## src/htf_pkg.sv

```systemverilog
// Shared types and constants of the horizontal three-tap filter unit.
// Used by the front, queue, back and top-level modules.
package htf_pkg;

  localparam int SAMPLE_W = 16;
  localparam int COEFF_W  = 8;
  localparam int ROW_W    = 13;
  localparam int PROD_W   = SAMPLE_W + COEFF_W;
  localparam int KSUM_W   = COEFF_W + 2;
  localparam int NUM_W    = PROD_W + 2;
  // Dividend 2*|num| + |sum| stays below 2^25 for all operands.
  localparam int DVD_W    = 25;
  localparam int DIV_W    = 10;
  localparam int DCNT_W   = 5;

  localparam int Q_DEPTH  = 4;
  localparam int Q_PTR_W  = 2;
  localparam int Q_CNT_W  = 3;

  localparam logic [ROW_W-1:0]          RST_ROW_WIDTH = 13'd4096;
  localparam logic signed [COEFF_W-1:0] RST_COEFF_L   = 8'sd1;
  localparam logic signed [COEFF_W-1:0] RST_COEFF_C   = 8'sd2;
  localparam logic signed [COEFF_W-1:0] RST_COEFF_R   = 8'sd1;

  localparam logic [DVD_W-1:0] SAT_POS_MAG = 25'd32767;
  localparam logic [DVD_W-1:0] SAT_NEG_MAG = 25'd32768;
  localparam logic signed [SAMPLE_W-1:0] SAT_POS = 16'sh7FFF;
  localparam logic signed [SAMPLE_W-1:0] SAT_NEG = 16'sh8000;

  typedef enum logic [1:0] {
    REG_ROW_WIDTH   = 2'd0,
    REG_COEFF_LEFT  = 2'd1,
    REG_COEFF_CENTRE = 2'd2,
    REG_COEFF_RIGHT = 2'd3
  } htf_reg_t;

  typedef enum logic [2:0] {
    B_IDLE,
    B_MUL,
    B_ADD,
    B_DIV,
    B_FIN
  } htf_bstate_t;

  typedef struct packed {
    logic [ROW_W-1:0]          row_width;
    logic signed [COEFF_W-1:0] coeff_left;
    logic signed [COEFF_W-1:0] coeff_centre;
    logic signed [COEFF_W-1:0] coeff_right;
  } htf_cfg_t;

  typedef struct packed {
    logic signed [SAMPLE_W-1:0] left;
    logic signed [SAMPLE_W-1:0] centre;
    logic signed [SAMPLE_W-1:0] right;
    logic                       last;
  } htf_job_t;

endpackage

```

## src/horizontal_three_tap_filter_unit.sv

```systemverilog
// Each result holds the back-end divider through fetch, multiply, add, 25
// divide steps and output, so the back end takes no new job until the last
// result has entered the output register; the front takes a pixel per cycle
// while its 4-entry queue has room and no second row-end result is pending.
// Reset (synchronous, active low) empties the queue and pipeline, clears the row
// position and loads the register defaults; there is no clearing pass.
module horizontal_three_tap_filter_unit #(
  parameter int MAX_WIDTH = 4096
) (
  input  logic        clk,
  input  logic        rst_n,
  input  logic        in_tvalid,
  output logic        in_tready,
  input  logic [15:0] in_tdata,   // [15:0] sample
  output logic        out_tvalid,
  input  logic        out_tready,
  output logic [15:0] out_tdata,  // [15:0] filtered
  output logic        out_tlast,
  output logic        out_tuser,  // [0] zero_sum_error
  input  logic        cfg_we,
  input  logic [1:0]  cfg_index,
  input  logic [12:0] cfg_wdata
);

  htf_pkg::htf_cfg_t cfg_r, cfg_nxt;
  htf_pkg::htf_job_t push_job;
  htf_pkg::htf_job_t pop_job;
  logic              push_valid;
  logic              push_ready;
  logic              pop_valid;
  logic              pop_ready;
  logic signed [15:0] filtered;

  always_comb begin
    cfg_nxt = cfg_r;
    if (cfg_we) begin
      unique case (htf_pkg::htf_reg_t'(cfg_index))
        htf_pkg::REG_ROW_WIDTH:    cfg_nxt.row_width    = cfg_wdata;
        htf_pkg::REG_COEFF_LEFT:   cfg_nxt.coeff_left   = cfg_wdata[7:0];
        htf_pkg::REG_COEFF_CENTRE: cfg_nxt.coeff_centre = cfg_wdata[7:0];
        htf_pkg::REG_COEFF_RIGHT:  cfg_nxt.coeff_right  = cfg_wdata[7:0];
        default:                   cfg_nxt = cfg_r;
      endcase
    end
  end

  always_ff @(posedge clk) begin
    if (!rst_n) begin
      cfg_r <= '{row_width:    htf_pkg::RST_ROW_WIDTH,
                 coeff_left:   htf_pkg::RST_COEFF_L,
                 coeff_centre: htf_pkg::RST_COEFF_C,
                 coeff_right:  htf_pkg::RST_COEFF_R};
    end else begin
      cfg_r <= cfg_nxt;
    end
  end

  htf_front #(
    .MAX_WIDTH (MAX_WIDTH)
  ) u_front (
    .clk        (clk),
    .rst_n      (rst_n),
    .row_width  (cfg_r.row_width),
    .in_valid   (in_tvalid),
    .in_ready   (in_tready),
    .sample     (in_tdata),
    .push_valid (push_valid),
    .push_job   (push_job),
    .push_ready (push_ready)
  );

  htf_queue u_queue (
    .clk        (clk),
    .rst_n      (rst_n),
    .push_valid (push_valid),
    .push_job   (push_job),
    .push_ready (push_ready),
    .pop_valid  (pop_valid),
    .pop_job    (pop_job),
    .pop_ready  (pop_ready)
  );

  htf_back u_back (
    .clk          (clk),
    .rst_n        (rst_n),
    .cfg          (cfg_r),
    .pop_valid    (pop_valid),
    .pop_job      (pop_job),
    .pop_ready    (pop_ready),
    .out_valid    (out_tvalid),
    .out_ready    (out_tready),
    .out_filtered (filtered),
    .out_last     (out_tlast),
    .out_err      (out_tuser)
  );

  assign out_tdata = filtered;

endmodule

```

## src/htf_front.sv

```systemverilog
// Front end: accepts pixels, tracks the row position and turns each pixel
// into zero, one or two filter jobs. Depends on htf_pkg.
module htf_front #(
  parameter int MAX_WIDTH = 4096
) (
  input  logic                                clk,
  input  logic                                rst_n,
  input  logic [htf_pkg::ROW_W-1:0]           row_width,
  input  logic                                in_valid,
  output logic                                in_ready,
  input  logic signed [htf_pkg::SAMPLE_W-1:0] sample,
  output logic                                push_valid,
  output htf_pkg::htf_job_t                   push_job,
  input  logic                                push_ready
);

  localparam int CNT_W = (MAX_WIDTH > 1) ? $clog2(MAX_WIDTH) : 1;
  localparam int W_W   = $clog2(MAX_WIDTH + 1);

  logic signed [htf_pkg::SAMPLE_W-1:0] left_r, left_nxt;
  logic signed [htf_pkg::SAMPLE_W-1:0] centre_r, centre_nxt;
  logic [CNT_W-1:0]                    cnt_r, cnt_nxt;
  logic                                pend_r, pend_nxt;
  htf_pkg::htf_job_t                   pend_job_r, pend_job_nxt;

  logic [W_W-1:0] w_eff;
  logic           is_one;
  logic           at_end;
  logic           accept;

  // Out-of-range widths clamp to one pixel or to the maximum row.
  always_comb begin
    if (row_width == '0) begin
      w_eff = W_W'(1);
    end else if (32'(row_width) > MAX_WIDTH) begin
      w_eff = W_W'(MAX_WIDTH);
    end else begin
      w_eff = W_W'(row_width);
    end
  end

  assign is_one   = (w_eff == W_W'(1));
  assign at_end   = (W_W'(cnt_r) >= (w_eff - W_W'(1)));
  assign in_ready = !pend_r && push_ready;
  assign accept   = in_valid && in_ready;

  always_comb begin
    left_nxt     = left_r;
    centre_nxt   = centre_r;
    cnt_nxt      = cnt_r;
    pend_nxt     = pend_r;
    pend_job_nxt = pend_job_r;
    push_valid   = 1'b0;
    push_job     = pend_job_r;
    if (pend_r) begin
      // The second result of a row end goes out before the next pixel.
      push_valid = 1'b1;
      if (push_ready) begin
        pend_nxt = 1'b0;
      end
    end else if (accept) begin
      priority if (is_one) begin
        push_valid = 1'b1;
        push_job   = '{left: '0, centre: sample, right: '0, last: 1'b1};
        left_nxt   = '0;
        centre_nxt = '0;
        cnt_nxt    = '0;
      end else if (cnt_r == '0) begin
        left_nxt   = '0;
        centre_nxt = sample;
        cnt_nxt    = CNT_W'(1);
      end else if (at_end) begin
        push_valid   = 1'b1;
        push_job     = '{left: left_r, centre: centre_r, right: sample, last: 1'b0};
        pend_nxt     = 1'b1;
        pend_job_nxt = '{left: centre_r, centre: sample, right: '0, last: 1'b1};
        left_nxt     = '0;
        centre_nxt   = '0;
        cnt_nxt      = '0;
      end else begin
        push_valid = 1'b1;
        push_job   = '{left: left_r, centre: centre_r, right: sample, last: 1'b0};
        left_nxt   = centre_r;
        centre_nxt = sample;
        cnt_nxt    = cnt_r + CNT_W'(1);
      end
    end
  end

  always_ff @(posedge clk) begin
    if (!rst_n) begin
      left_r   <= '0;
      centre_r <= '0;
      cnt_r    <= '0;
      pend_r   <= 1'b0;
    end else begin
      left_r   <= left_nxt;
      centre_r <= centre_nxt;
      cnt_r    <= cnt_nxt;
      pend_r   <= pend_nxt;
    end
  end

  always_ff @(posedge clk) begin
    pend_job_r <= pend_job_nxt;
  end

endmodule

```

## src/htf_queue.sv

```systemverilog
// Short job queue between the front end and the arithmetic back end.
// Depends on htf_pkg for the job type and depth.
module htf_queue (
  input  logic              clk,
  input  logic              rst_n,
  input  logic              push_valid,
  input  htf_pkg::htf_job_t push_job,
  output logic              push_ready,
  output logic              pop_valid,
  output htf_pkg::htf_job_t pop_job,
  input  logic              pop_ready
);

  htf_pkg::htf_job_t               mem_r [htf_pkg::Q_DEPTH];
  logic [htf_pkg::Q_PTR_W-1:0]     wr_r, wr_nxt;
  logic [htf_pkg::Q_PTR_W-1:0]     rd_r, rd_nxt;
  logic [htf_pkg::Q_CNT_W-1:0]     cnt_r, cnt_nxt;
  logic                            do_push;
  logic                            do_pop;

  assign push_ready = (cnt_r != htf_pkg::Q_CNT_W'(htf_pkg::Q_DEPTH));
  assign pop_valid  = (cnt_r != '0);
  assign pop_job    = mem_r[rd_r];
  assign do_push    = push_valid && push_ready;
  assign do_pop     = pop_valid && pop_ready;

  always_comb begin
    wr_nxt  = do_push ? wr_r + htf_pkg::Q_PTR_W'(1) : wr_r;
    rd_nxt  = do_pop ? rd_r + htf_pkg::Q_PTR_W'(1) : rd_r;
    cnt_nxt = cnt_r;
    if (do_push && !do_pop) begin
      cnt_nxt = cnt_r + htf_pkg::Q_CNT_W'(1);
    end else if (do_pop && !do_push) begin
      cnt_nxt = cnt_r - htf_pkg::Q_CNT_W'(1);
    end
  end

  always_ff @(posedge clk) begin
    if (!rst_n) begin
      wr_r  <= '0;
      rd_r  <= '0;
      cnt_r <= '0;
    end else begin
      wr_r  <= wr_nxt;
      rd_r  <= rd_nxt;
      cnt_r <= cnt_nxt;
    end
  end

  always_ff @(posedge clk) begin
    if (do_push) begin
      mem_r[wr_r] <= push_job;
    end
  end

endmodule

```

## src/htf_back.sv

```systemverilog
// Back end: weighted sum, rounded division by the coefficient sum with a
// bit-serial restoring divider, saturation and the output register.
// Depends on htf_pkg.
module htf_back (
  input  logic                                 clk,
  input  logic                                 rst_n,
  input  htf_pkg::htf_cfg_t                    cfg,
  input  logic                                 pop_valid,
  input  htf_pkg::htf_job_t                    pop_job,
  output logic                                 pop_ready,
  output logic                                 out_valid,
  input  logic                                 out_ready,
  output logic signed [htf_pkg::SAMPLE_W-1:0]  out_filtered,
  output logic                                 out_last,
  output logic                                 out_err
);

  htf_pkg::htf_bstate_t st_r, st_nxt;
  htf_pkg::htf_job_t    job_r, job_nxt;

  logic signed [htf_pkg::PROD_W-1:0]   p0_r, p0_nxt;
  logic signed [htf_pkg::PROD_W-1:0]   p1_r, p1_nxt;
  logic signed [htf_pkg::PROD_W-1:0]   p2_r, p2_nxt;
  logic                                neg_r, neg_nxt;
  logic                                err_r, err_nxt;
  logic [htf_pkg::DVD_W-1:0]           dq_r, dq_nxt;
  logic [htf_pkg::DIV_W-1:0]           rem_r, rem_nxt;
  logic [htf_pkg::DIV_W-1:0]           div_r, div_nxt;
  logic [htf_pkg::DCNT_W-1:0]          dcnt_r, dcnt_nxt;

  logic                                ov_r, ov_nxt;
  logic signed [htf_pkg::SAMPLE_W-1:0] of_r, of_nxt;
  logic                                ol_r, ol_nxt;
  logic                                oe_r, oe_nxt;

  logic signed [htf_pkg::KSUM_W-1:0]   ksum;
  logic [htf_pkg::KSUM_W-1:0]          kabs;
  logic signed [htf_pkg::NUM_W-1:0]    num;
  logic [htf_pkg::NUM_W-1:0]           nabs;
  logic [htf_pkg::DIV_W:0]             trial;
  logic signed [htf_pkg::SAMPLE_W-1:0] qval;
  logic                                out_free;

  assign ksum = htf_pkg::KSUM_W'(cfg.coeff_left) + htf_pkg::KSUM_W'(cfg.coeff_centre)
              + htf_pkg::KSUM_W'(cfg.coeff_right);
  assign kabs = ksum[htf_pkg::KSUM_W-1] ? -ksum : ksum;
  assign num  = htf_pkg::NUM_W'(p0_r) + htf_pkg::NUM_W'(p1_r) + htf_pkg::NUM_W'(p2_r);
  assign nabs = num[htf_pkg::NUM_W-1] ? -num : num;
  assign trial = {rem_r, dq_r[htf_pkg::DVD_W-1]};
  assign out_free = !ov_r || out_ready;

  // Magnitude is the rounded quotient; apply the sign, then saturate.
  always_comb begin
    if (err_r) begin
      qval = '0;
    end else if (!neg_r) begin
      qval = (dq_r > htf_pkg::SAT_POS_MAG) ? htf_pkg::SAT_POS
                                           : dq_r[htf_pkg::SAMPLE_W-1:0];
    end else begin
      qval = (dq_r > htf_pkg::SAT_NEG_MAG) ? htf_pkg::SAT_NEG
                                           : -dq_r[htf_pkg::SAMPLE_W-1:0];
    end
  end

  always_comb begin
    st_nxt    = st_r;
    job_nxt   = job_r;
    p0_nxt    = p0_r;
    p1_nxt    = p1_r;
    p2_nxt    = p2_r;
    neg_nxt   = neg_r;
    err_nxt   = err_r;
    dq_nxt    = dq_r;
    rem_nxt   = rem_r;
    div_nxt   = div_r;
    dcnt_nxt  = dcnt_r;
    ov_nxt    = ov_r && !out_ready;
    of_nxt    = of_r;
    ol_nxt    = ol_r;
    oe_nxt    = oe_r;
    pop_ready = 1'b0;
    unique case (st_r)
      htf_pkg::B_IDLE: begin
        pop_ready = 1'b1;
        if (pop_valid) begin
          job_nxt = pop_job;
          st_nxt  = htf_pkg::B_MUL;
        end
      end
      htf_pkg::B_MUL: begin
        p0_nxt = job_r.left * cfg.coeff_left;
        p1_nxt = job_r.centre * cfg.coeff_centre;
        p2_nxt = job_r.right * cfg.coeff_right;
        st_nxt = htf_pkg::B_ADD;
      end
      htf_pkg::B_ADD: begin
        neg_nxt  = num[htf_pkg::NUM_W-1] != ksum[htf_pkg::KSUM_W-1];
        err_nxt  = (ksum == '0);
        dq_nxt   = {nabs[htf_pkg::DVD_W-2:0], 1'b0} + htf_pkg::DVD_W'(kabs);
        div_nxt  = {kabs[htf_pkg::DIV_W-2:0], 1'b0};
        rem_nxt  = '0;
        dcnt_nxt = htf_pkg::DCNT_W'(htf_pkg::DVD_W - 1);
        st_nxt   = (ksum == '0) ? htf_pkg::B_FIN : htf_pkg::B_DIV;
      end
      htf_pkg::B_DIV: begin
        // One quotient bit per cycle; the remainder stays below the divisor.
        if (trial >= {1'b0, div_r}) begin
          rem_nxt = htf_pkg::DIV_W'(trial - {1'b0, div_r});
          dq_nxt  = {dq_r[htf_pkg::DVD_W-2:0], 1'b1};
        end else begin
          rem_nxt = trial[htf_pkg::DIV_W-1:0];
          dq_nxt  = {dq_r[htf_pkg::DVD_W-2:0], 1'b0};
        end
        dcnt_nxt = dcnt_r - htf_pkg::DCNT_W'(1);
        if (dcnt_r == '0) begin
          st_nxt = htf_pkg::B_FIN;
        end
      end
      htf_pkg::B_FIN: begin
        if (out_free) begin
          ov_nxt = 1'b1;
          of_nxt = qval;
          ol_nxt = job_r.last;
          oe_nxt = err_r;
          st_nxt = htf_pkg::B_IDLE;
        end
      end
      default: begin
        st_nxt = htf_pkg::B_IDLE;
      end
    endcase
  end

  always_ff @(posedge clk) begin
    if (!rst_n) begin
      st_r <= htf_pkg::B_IDLE;
      ov_r <= 1'b0;
    end else begin
      st_r <= st_nxt;
      ov_r <= ov_nxt;
    end
  end

  always_ff @(posedge clk) begin
    job_r  <= job_nxt;
    p0_r   <= p0_nxt;
    p1_r   <= p1_nxt;
    p2_r   <= p2_nxt;
    neg_r  <= neg_nxt;
    err_r  <= err_nxt;
    dq_r   <= dq_nxt;
    rem_r  <= rem_nxt;
    div_r  <= div_nxt;
    dcnt_r <= dcnt_nxt;
    of_r   <= of_nxt;
    ol_r   <= ol_nxt;
    oe_r   <= oe_nxt;
  end

  assign out_valid    = ov_r;
  assign out_filtered = of_r;
  assign out_last     = ol_r;
  assign out_err      = oe_r;

endmodule

```

## config.mk

```make
export PLATFORM = sky130hd
export DESIGN_NAME = horizontal_three_tap_filter_unit
export DESIGN_NICKNAME = d
export VERILOG_FILES = /design/src/htf_pkg.sv /design/src/horizontal_three_tap_filter_unit.sv /design/src/htf_front.sv /design/src/htf_queue.sv /design/src/htf_back.sv
export SDC_FILE = /design/constraint.sdc
export NUM_CORES = 2
export LEC_CHECK = 0
export ABC_AREA = 1
export BUFFER_PORTS_ARGS = -buffer_cell sky130_fd_sc_hd__buf_2
export CORE_AREA = 2 2 295 297
export DETAILED_ROUTE_END_ITERATION = 10
export DIE_AREA = 0 0 297 299
export HOLD_SLACK_MARGIN = 0.15
export SYNTH_ARGS = -nofsm -noshare
export SYNTH_HDL_FRONTEND = slang
export SYNTH_SLANG_ARGS = --single-unit
export TNS_END_PERCENT = 20
```

## constraint.sdc

```tcl
create_clock -name clk -period 16.57 [get_ports clk]
set_input_delay 4.971 -clock clk [delete_from_list [all_inputs] [get_ports clk]]
set_output_delay 4.971 -clock clk [all_outputs]
set_load 0.02 [all_outputs]
```

# After elaboration in Yosys (flattened, before gate mapping)
# Memories as Yosys holds them, arrays and structs flattened. A register that Yosys moved wholly into a read port is not among the register bits.
# Cells that the tools add are included.
dict set report totals {
  ram_bits 196
  n_memories 1
  register_bits 266
}
dict set report op_classes {
  multipliers 3
  order_cmp 5
  n_reduce_logical 31
  n_mux 47
  add_sub_neg 16
  eq_ne 13
  bitwise 3
}
# name words width rd rd_ports_with_merged_regs wr line_no
set memory_table {}
lappend memory_table {u_queue.mem_r 4 49 1 1 1 htf_queue.sv:14} ;# htf_pkg::htf_job_t mem_r [htf_pkg::Q_DEPTH];
# cell count
set ops {}
lappend ops {{49-bit two-way mux} 4}
lappend ops {{16-bit two-way mux} 9}
lappend ops {{16-bit by 8-bit multiplier with 24-bit output} 3}
lappend ops {{25-bit one-hot mux with 2 select lines} 1}
lappend ops {{12-bit two-way mux} 3}
lappend ops {{25-bit by 24-bit adder with 26-bit output} 1}
lappend ops {{13-bit two-way mux} 2}
lappend ops {{24-bit by 24-bit adder with 25-bit output} 1}
lappend ops {{25-bit by 10-bit adder with 25-bit output} 1}
lappend ops {{25-bit by 15-bit > comparator with 1-bit output (second input constant)} 1}
lappend ops {{25-bit by 16-bit > comparator with 1-bit output (second input constant)} 1}
lappend ops {{24-bit two-way mux} 1}
lappend ops {{24-bit negator} 1}
lappend ops {{10-bit two-way mux} 2}
lappend ops {{10-bit one-hot mux with 2 select lines} 1}
lappend ops {{3-bit two-way mux} 6}
lappend ops {{1-bit two-way mux} 16}
lappend ops {{16-bit negator} 1}
lappend ops {{3-bit one-hot mux with 5 select lines} 1}
lappend ops {{2-bit AND reduction} 7}
lappend ops {{13-bit by 1-bit equality test with 1-bit output (second input constant)} 1}
lappend ops {{12-bit by 13-bit >= comparator with 1-bit output} 1}
lappend ops {{13-bit > comparator (second input constant)} 1}
lappend ops {{13-bit zero test} 1}
lappend ops {{other kinds (34)} 51}

# Logic depth before layout (Yosys ltp)
dict set report logic_depth {
  depth_word 12
  mapped_depth 34
  depth_no_buf 33
}

# By module
# From an unflattened synthesis, not the netlist that was laid out.
dict set report unflattened {
  cells_unflattened 4395
  area_unflattened_um2 39240.1
}
# mod n_inst cells_per_inst area_per_inst_um2
set modules_own_cells {}
lappend modules_own_cells {htf_back 1 3067 25670.9}
lappend modules_own_cells {htf_queue 1 542 7739.9}
lappend modules_own_cells {htf_front 1 553 4276.6}
lappend modules_own_cells {horizontal_three_tap_filter_unit 1 233 1552.7}

# Least setup slack after synthesis
# OpenSTA, ideal clock, no wires.
dict set report synth_timing {
  kind {input-to-reg}
  from {in in_tvalid}
  to {mem u_queue.mem_r[0][0] (netlist bit) (enable)}
  required_ns 16.114
  setup_slack_ns 8.377
  stages 7
  setup_ns 0.456
  arrival_ns 7.737
  path_cell_list {nand2_1 -> clkbuf_1 -> inv_1 -> o21ai_1 -> nand2_1 -> inv_2 -> nor2_1}
}
dict set report synth_via {
  elab_chain_cells 6
}
# item line_no
set synth_lines {}
lappend synth_lines {{start, declared} horizontal_three_tap_filter_unit.sv:12} ;# input logic in_tvalid,
lappend synth_lines {{1-bit logical AND} htf_front.sv:45} ;# assign accept = in_valid && in_ready;
lappend synth_lines {{1-bit two-way mux} htf_front.sv:61} ;# end else if (accept) begin
lappend synth_lines {{1-bit two-way mux} htf_front.sv:55} ;# if (pend_r) begin
lappend synth_lines {{1-bit logical AND} htf_queue.sv:24} ;# assign do_push = push_valid && push_ready;
lappend synth_lines {{named net u_queue.do_push} htf_queue.sv:18} ;# logic do_push;
lappend synth_lines {{1-bit two-way mux} htf_queue.sv:51} ;# if (do_push) begin
lappend synth_lines {{1-bit two-way mux (not written as such)} htf_queue.sv:52} ;# mem_r[wr_r] <= push_job;
lappend synth_lines {{end, declared} htf_queue.sv:14}
# The timed path passes the listed nets, and every way through them passes these cells.

# Worst setup path in the final report
dict set report layout_timing {
  from {in in_tvalid}
  to {reg u_front.pend_job_r[45] (netlist bit) (enable)}
}
dict set report layout_via {
  elab_chain_cells 2
}
# item line_no
set layout_lines {}
lappend layout_lines {{1-bit logical AND} htf_front.sv:45}
lappend layout_lines {{5-bit AND reduction (no line)} --}
lappend layout_lines {{end signal, assigned} htf_front.sv:105} ;# pend_job_r <= pend_job_nxt;
lappend layout_lines {{end, declared} htf_front.sv:24} ;# htf_pkg::htf_job_t pend_job_r, pend_job_nxt;
# No other way between the ends.
# A chain may end at the register's enable or synchronous reset.

==> flow_summary.toml <==
[place]
place_congestion = 0.8973
port_buffers = 55
hpwl_mm = 66.60
dp.cells = 5312
place_ws_ns = 7.732

[synthesis]
synth_nets = 4832
synth_top_area_share = 0.3272
synth_fa_ha_area_frac = 0.2494
synthArstFlopShare = 0
synth_cell_types = 55
yosysSeqAreaShare = 0.3757
synthesis.area_um2 = 38360
synth_edf_count = 418
synth_compound_area_frac = 0.07958
ys.flop_type = "edfxtp_1"
synthXorXnorAreaFrac = 0.03173
synthTopCellsByArea = "edfxtp_1 (33%), fa_1 (18%), inv_1 (8.2%)"
syn_inst = 4239
synthSimpleGateAreaFrac = 0.1628
synth_seq_cells = 511
synth_top_family_by_area = "adder cells"
synth_top_area_cell = "edfxtp_1"
syn_area_per_cell_um2 = 9.050
synth_mux_area_frac = 0
synth_warnings = 0

[floorplan]
die_w_um = 297
ioPinCount = 56
die_y_um = 299
coreArea_um2 = 85940
die-area_um2 = 88800
initial_utilization = 0.4464
placementRows = 108

[layout]
nNetsFinal = 4807
area_growth_pct = 8.235
antennaDiodeCount = 0
final_cells = 5415
finish.utilization = 0.4831
drive_gt1_frac = 0.07418

[route]
firstDrtPassIters = 5
dr.max_layer_used = "met4"
routed_wl_mm = 89.94
drt-met1-wl_mm = 41.04
dr_wl_met3_mm = 3.643
drc_errors = 0
dr_wl_met2_mm = 42.50
num_vias = 26990
wl_per_cell_um = 16.61
vias_per_cell = 4.984
drt_iter0_drc = 1771
final_antenna_net_count = 0

[worst_setup_path]
cp_max_fo = 49
startpoint_type = "input port"
worst_ep_arrival_time_ns = 8.46
cp.required_ns = 16.87
path_class = "input port to register"
critPathCaptureType = "register"

[clocking]
htreeDepth = 2
hold_buffers = 0
clockBufferDepth = 3
clkSinkCount = 511
cts_setup_buffers = 0
insertion_delay_ns = 0.65
cts_tree = "done"
root_buffer = "clkbuf_16"
cts_buffers = 55
cts-resized-gates = 0
clk_pin_slew_ns = 0.06

[timing]
tightest_slew_ns = 1.158
fin_skew_ns = 0.06559
fin_tns_setup_ns = 0
finalHoldViolations = 0
slew_headroom = 0.2273
period_needed_ns = 8.157
fin_crit_sh = 0.4923
setup_viol = 0
timing.fmax_mhz = 122.6
setup_ws_ns = 8.413
drv_slew = 0
rsz0062_at_grt = "false"

[global_route]
grt_antenna_before_repair = 0
grt_max_degree = 100
grt_pass1_wl_mm = 143.8
grt.overflow.total = 0
grt_pass1_vias = 26630
grt.total_usage = 0.2034

[worst_hold_path]
hold_class = "register to register"

[flow_run]
cap_violations = 0

[status]
status = "finished clean"
==> final timing paths <==
check                      from                      to  slack (ns)  depth (start not counted)
max                   in_tvalid  u_front.pend_job_r[45]        8.41                          9
min          u_front.left_r[14]      u_front.left_r[14]        0.47                          2
max reg2reg           cfg_r[12]         u_back.dq_r[22]       10.52                         27
min reg2reg  u_front.left_r[14]      u_front.left_r[14]        0.47                          2
==> critical path, stage by stage <==
cell and delay [ns]:
buf_2 0.08, nand2_1 0.04, buf_4 0.32, nor2_4 0.47, nand2_2 0.56, inv_2 0.91, nand2_1 0.16, inv_1 0.52
buf_4 0.41
==> final cells by class <==
type                            instances  area [um^2]
Timing Repair Buffer                   85        500.5
Multi-Input combinational cell       2711        20140
Inverter                              850         3191
Fill cell                            8262        44420
Tap cell                             1155         1445
Clock inverter                         26        215.2
Sequential cell                       511        14420
Clock buffer                           77         1617
==> registers in the layout, summed over array words and instances, names as in the netlist, 2 cells and up <==
| name | flops |
|---|---|
| cfg_r | 37 |
| u_back.dcnt_r | 5 |
| u_back.div_r | 9 |
| u_back.dq_r | 25 |
| u_back.job_r | 49 |
| u_back.out_filtered | 16 |
| u_back.p0_r | 24 |
| u_back.p1_r | 24 |
| u_back.p2_r | 24 |
| u_back.rem_r | 10 |
| u_back.st_r | 3 |
| u_front.centre_r | 16 |
| u_front.cnt_r | 12 |
| u_front.left_r | 16 |
| u_front.pend_job_r | 32 |
| u_queue.cnt_r | 3 |
| u_queue.mem_r | 196 |
| u_queue.rd_r | 2 |
| u_queue.wr_r | 2 |
==> Yosys cell counts (4+ instances only) <==
cell type	number
xnor2_1	52
a31oi_1	11
or2_2	50
nor2_4	7
nor4_1	11
nand3_2	11
nand2_4	4
buf_1	8
nand4_1	25
nand3b_1	8
buf_4	5
nand2_1	831
xor2_1	87
nand2_2	28
a22o_1	16
clkbuf_1	144
edfxtp_1	418
nor2_2	16
inv_2	11
inv_1	836
dfxtp_1	93
nor2_1	293
a21oi_1	182
ha_1	211
buf_2	8
o21ai_0	235
o21bai_1	8
a21boi_0	6
nand3_1	144
nor3_1	25
o211ai_1	21
fa_1	346
o22ai_1	54
==> cell families after synthesis <==
logic type	after synthesis
DFF	511
AOI/OAI and AO/OA	552
and+or+nand+nor	1463
buffers and inverters	1017
adders and majority gates	557
xor gates and xnor gates	139
==> stage by stage <==
| step | area [um^2] | hold WS [ns] |
|---|---|---|
| floorplan | 38360 | 0.4003 |
| finish | 41520 | 0.4654 |
| detailed placement | 39690 | 0.4373 |
| global placement | 39690 | 0.4049 |
| global route | 41520 | 0.4772 |
| CTS | 41520 | 0.4659 |
==> metal layers <==
layer / track usage / up-vias
met3: 0.02385 / 134
met5: 0 / -
met1: 0.2745 / 12950
met4: 0.06518 / 0
met2: 0.3434 / 558
li1: - / 13350
==> cell usage in the layout, fill, tap and decap left out, types with 21 or more instances in the layout <==
cell	count
inv_1	834
nand2_1	831
edfxtp_1	418
fa_1	346
nor2_1	288
o21ai_0	235
ha_1	211
a21oi_1	181
nand3_1	144
dfxtp_1	92
xor2_1	87
clkbuf_16	60
buf_2	55
o22ai_1	54
xnor2_1	52
or2_2	50
buf_4	30
nand2_2	28
nand4_1	25
nor3_1	23
o211ai_1	21
Power is left out: the tool's default activity adds up to more than one toggle a clock period on the data nets, which glitch-free logic cannot reach.
